--- config.mk ---
export PLATFORM = sky130hd
export DESIGN_NAME = tea_key_regs
export DESIGN_NICKNAME = d
export VERILOG_FILES = /design/src/design/tea_pkg.sv /design/src/design/tea_key_regs.sv
export SDC_FILE = /design/constraint.sdc
export NUM_CORES = 1
export LEC_CHECK = 0
export ABC_AREA = 0
export BUFFER_PORTS_ARGS = -buffer_cell sky130_fd_sc_hd__buf_2
export CORE_ASPECT_RATIO = 2
export CORE_MARGIN = 2
export CORE_UTILIZATION = 35
export DETAILED_ROUTE_END_ITERATION = 12
export PLACE_DENSITY = 0.62
export SLEW_MARGIN = 25
export SYNTH_ARGS = -nofsm -noshare
export SYNTH_HDL_FRONTEND = slang
export SYNTH_SLANG_ARGS = --single-unit
export TNS_END_PERCENT = 50
--- constraint.sdc ---
create_clock -name clock -period 1.1 [get_ports clock]
set_clock_uncertainty 0.15 [all_clocks]
set_input_delay 0.22 -clock clock [delete_from_list [all_inputs] [get_ports clock]]
set_output_delay 0.22 -clock clock [all_outputs]
set_load 0.01 [all_outputs]
--- src/design/tea_pkg.sv ---
// tea_pkg: shared types, constants and the half-round mix function for the
// tea block cipher unit. No dependencies.
package tea_pkg;

   localparam int unsigned WORD_W    = 32;
   localparam int unsigned KEY_COUNT = 4;
   localparam int unsigned KEY_IDX_W = 2;

   typedef logic [WORD_W-1:0]    word_type;
   typedef logic [KEY_IDX_W-1:0] key_idx_type;

   // key register indexes on the csr port
   localparam key_idx_type KEY_IDX_0 = 2'd0;
   localparam key_idx_type KEY_IDX_1 = 2'd1;
   localparam key_idx_type KEY_IDX_2 = 2'd2;
   localparam key_idx_type KEY_IDX_3 = 2'd3;

   // operation codes
   localparam logic FUNC_ENCRYPT = 1'b0;
   localparam logic FUNC_DECRYPT = 1'b1;

   localparam word_type TEA_DELTA = 32'h9e37_79b9;

   typedef struct packed {
      word_type k0;
      word_type k1;
      word_type k2;
      word_type k3;
   } key_set_type;

   typedef struct packed {
      logic     func;
      word_type left;
      word_type right;
   } blk_type;

   // delta times n, modulo 2^32; only called with elaboration constants
   function automatic word_type round_sum(input int unsigned n);
      logic [63:0] prod;
      prod = 64'(TEA_DELTA) * 64'(n);
      return prod[WORD_W-1:0];
   endfunction

   // one tea mix of a half with the running sum and two key words
   function automatic word_type mix_half(input word_type x, input word_type total,
                                         input word_type ka, input word_type kb);
      return ((x << 4) + ka) ^ (x + total) ^ ((x >> 5) + kb);
   endfunction

endpackage

--- src/design/tea_key_regs.sv ---
// tea_key_regs: the four 32-bit key registers behind the csr write port.
// Depends on tea_pkg.
module tea_key_regs (
   input  logic                  clock,
   input  logic                  reset,
   input  logic                  csr_wr_en,
   input  tea_pkg::key_idx_type  csr_index,
   input  tea_pkg::word_type     csr_wdata,
   output tea_pkg::key_set_type  keys
);

   tea_pkg::key_set_type key_ff, key_in;

   // decode the register write
   always_comb begin
      key_in = key_ff;
      if (csr_wr_en) begin
         case (csr_index)
            tea_pkg::KEY_IDX_0: key_in.k0 = csr_wdata;
            tea_pkg::KEY_IDX_1: key_in.k1 = csr_wdata;
            tea_pkg::KEY_IDX_2: key_in.k2 = csr_wdata;
            tea_pkg::KEY_IDX_3: key_in.k3 = csr_wdata;
            default: key_in = key_ff;
         endcase
      end
   end

   always_ff @(posedge clock) begin
      if (reset) begin
         key_ff <= '0;
      end else begin
         key_ff <= key_in;
      end
   end

   assign keys = key_ff;

endmodule

; Word-level counts from Yosys, hierarchy flattened
; Index checks and enable logic that the tools add are counted.
; Widths: inputs -> output; s select.
[op_classes]
n_eq_ne = 3
reduce_logical = 5
[op_table]
columns = operator, n
row1 = $reduce_and 2->1, 4
row2 = $eq 2x2->1 const B, 2
row3 = $eq 2x1->1 const B, 1
row4 = $logic_not 2->1, 1
[totals]
reg_bits = 128
input_bits = 37
output_inout_bits = 128
word_cells = 12

; Longest topological paths before layout
[depth]
ltp_word = 2
depth_mapped = 4
ltp_nobuf = 2

; Worst setup path after synthesis
; No wires, ideal clock.
[synth_path]
path_kind = in2reg
start = input port csr_index[1]
end = register key_ff, in the netlist keys[119]
setup_time_ns = 0.121
t_arrival_ns = 0.849
required_ns = 0.829
path_slack_ns = -0.020
path_stages = 3
n_path_buf = 1
cell_sequence = or3b_1 > buf_6 > mux2i_1
[synth_via]
elab_chain_len = 2
[synth_lines]
columns = item, line
row1 = start: declaration, tea_key_regs.sv:7  ; input tea_pkg::key_idx_type csr_index,
row2 = $logic_not 2->1, tea_key_regs.sv:18  ; case (csr_index)
row3 = $reduce_and 2->1 (no line), -
row4 = end signal: assignment, tea_key_regs.sv:32  ; key_ff <= key_in;
row5 = end: declaration, tea_key_regs.sv:12  ; tea_pkg::key_set_type key_ff, key_in;
; No other way between the ends.
; A chain may end at the register's enable or synchronous reset.

; Final worst setup path
[layout_path]
start = register key_ff, in the netlist keys[45]
end = output port keys[45] (netlist bit)
[layout_rtl]
columns = item, line
row1 = end: declaration, tea_key_regs.sv:9  ; output tea_pkg::key_set_type keys
; No word-level cell between the ends.

==> results.json <==
{
  "initial_core_util_pct": 35.5,
  "max_freq_ghz": 0.806,
  "synth_warnings": 0,
  "clock_latency_ps": 410,
  "dr_total_vias": 3991,
  "synth_ff_type": "dfxtp_1",
  "antenna_left": 0,
  "clock-sinks": 128,
  "power.total_mw": 11.8,
  "critPathTopFamily": "flip-flops",
  "synth-compound-area-share_pct": 0,
  "nets": 719,
  "ys_types": 12,
  "grt-ovfl-total": 0,
  "timing.final.ws_setup_ps": -141,
  "finalSetupViolations": 128,
  "peakVddDrop_mv": 1.46,
  "synth_top_area_share_pct": 50.6,
  "synthMuxAreaShare_pct": 25.3,
  "r2r-end": "keys[86]",
  "gp_congestion": 0.767,
  "async_flop_share_pct": 0,
  "syn_to_final_growth_pct": 62.3,
  "dr.first_iter.drc_count": 81,
  "row_count": 62,
  "timing.rr.start": "keys[86]",
  "grt_max_degree": 36,
  "synth.yosys.seq_area_share_pct": 50.6,
  "p_per_area_nw_per_um2": 1440,
  "status": "finished, violations left",
  "syn_area_um2": 5060,
  "crit_chain": "buf_6",
  "cts-htree-levels": 4,
  "drv_cap": 0,
  "post-route-min-period_ps": 1240,
  "reg2reg_setup_slack_ps": 90,
  "hold_violations": 0,
  "worstPathMaxFanout": 2,
  "grt_pass1_vias": 4248,
  "grt_usage_pct": 18.2,
  "post_drt_wl_per_cell_um": 15.8,
  "die_height_um": 174,
  "finalMaxSlewViolations": 0,
  "grt_pass1_wl_um": 21500,
  "synth-xor-area-share_pct": 0,
  "coreArea_um2": 14300,
  "cts_tree": "done",
  "hp-class": "in2reg",
  "num_antenna_cells": 0,
  "drive_above_1_share_pct": 56.2,
  "tightest_slew_ps": 308,
  "grt_antenna_before_repair": 0,
  "hpwlAfterDp_um": 9250,
  "synth_top_family_by_area": "multiplexers",
  "crit_slowest_cell": "dfxtp_2",
  "end_kind": "primary output",
  "layout_worst_path_cycle_share_pct": 113,
  "port_buffers": 164,
  "synth_commonest_cells": "nand2b_1 (160), dfxtp_1 (128), mux2i_1 (128), clkbuf_1 (16), buf_2 (7)",
  "stdcell_area_um2": 8220,
  "die_area_um2": 15500,
  "die_w_um": 89.1,
  "ios": 165,
  "min_from": "csr_wdata[5]",
  "arrival_ps": 870,
  "violations": "setup timing",
  "p_leak_nw": 3.95,
  "viasPerCell": 4.50,
  "clockBufferDepth": 2,
  "hold-path-cell-count": 3,
  "cts_inserted_buffers": 17,
  "ys_seq_elements": 128,
  "timing.slew.headroom_pct": 79.5,
  "synth-adder-area-share_pct": 0,
  "rsz0062_at_grt": "true",
  "syn_avg_cell_area_um2": 11.2,
  "dr.pass1.iters": 4,
  "cpPeakStageDelay_ps": 350,
  "clkTransAtPathRegs_ps": 60,
  "cts_root_buffer": "clkbuf_16",
  "syn_inst": 454,
  "drc": 0,
  "largest_register_ffs": 128,
  "synthTopCellsByArea": "dfxtp_1 (51%), mux2i_1 (25%), nand2b_1 (20%)",
  "path_buf_inv": 1,
  "synth-simple-area-share_pct": 20.7,
  "holdWs_ps": 2.54,
  "placed_area_um2": 6290,
  "hold_end": "keys[69]",
  "n_fill_cell": 1230,
  "wl_um": 14000,
  "synth_edf_count": 0,
  "yosysMostFrequentCell": "nand2b_1",
  "r2r_cells": 4,
  "critPathKind": "reg2out",
  "synth_largest_area_cell": "dfxtp_1",
  "synth_nets": 491,
  "critPathRequiredTime_ps": 730,
  "start_kind": "flop"
}
[metrics by stage]
stage                     std cells  setup TNS, ps  setup slack (ps)  utilization, %
after floorplan                 454           -161             -20.1               -
after global placement          808         -20470              -212            44.1
after detailed placement        808         -23690              -244            44.1
after CTS                       861         -18010              -162            56.3
after global routing            886         -18820              -171            57.6
final                           886         -15330              -141            57.6
[worst max path at each step]
stage	start	end	slack (ps)	depth (start not counted)
after floorplan	csr_index[1]	keys[119]	-20	3
after global placement	csr_index[1]	keys[121]	-210	4
after detailed placement	csr_index[0]	keys[44]	-240	4
after CTS	keys[46]	keys[46]	-160	1
after global routing	keys[45]	keys[45]	-170	1
final	keys[45]	keys[45]	-140	1
[report_power, final]
| group | total (mW) | internal (mW) | leakage (nW) | switching (mW) |
|---|---|---|---|---|
| logic | 1.27 | 0.746 | 2.57 | 0.525 |
| registers | 4.96 | 4.84 | 1.10 | 0.124 |
| clock network | 5.60 | 3.59 | 0.278 | 2.02 |
| total | 11.8 | 9.17 | 3.95 | 2.67 |
[placed cells by master, fill, tap and decap left out]
cell and count:
and3b_1 1, buf_12 8, buf_2 36, buf_4 59
buf_6 128, bufinv_16 3, clkbuf_1 2, clkbuf_16 17
clkbuf_8 1, clkinv_2 4, clkinvlp_4 4, dfxtp_2 128
dlygate4sd3_1 10, mux2i_1 128, nand2b_1 160, nand3_2 1
nand3b_1 2, nor3b_4 1, or3b_1 1
[kinds of logic (layout without fill, tap and decap cells)]
logic type / after synthesis / after routing
flip-flops: 128 / 128
AND/OR/NAND/NOR: 166 / 166
buffers and inverters: 32 / 272
multiplexers: 128 / 128
[per-layer routing]
metal	share of wire (%)	GRT usage (%)
met5	0	0
met4	2.3	7.46
met3	4.2	4.70
met2	57	34.0
met1	37	18.2
[cell type report]
type | count | area (µm²) | share of cell area [%]
clock buffer | 20 | 447 | 5.44
clock inverter | 11 | 140 | 1.71
multi-input combinational | 294 | 2340 | 28.5
sequential | 128 | 2720 | 33.1
tap | 192 | 240 | 2.92
timing repair buffer | 241 | 2320 | 28.3
[what timing repair did]
item,CTS,global route
gates resized for setup,263,0
setup buffers,12,25
hold endpoints to repair,24,0
setup endpoints to repair,128,128
hold buffers,10,0
No activity file was read; power rests on OpenSTA's default activity.
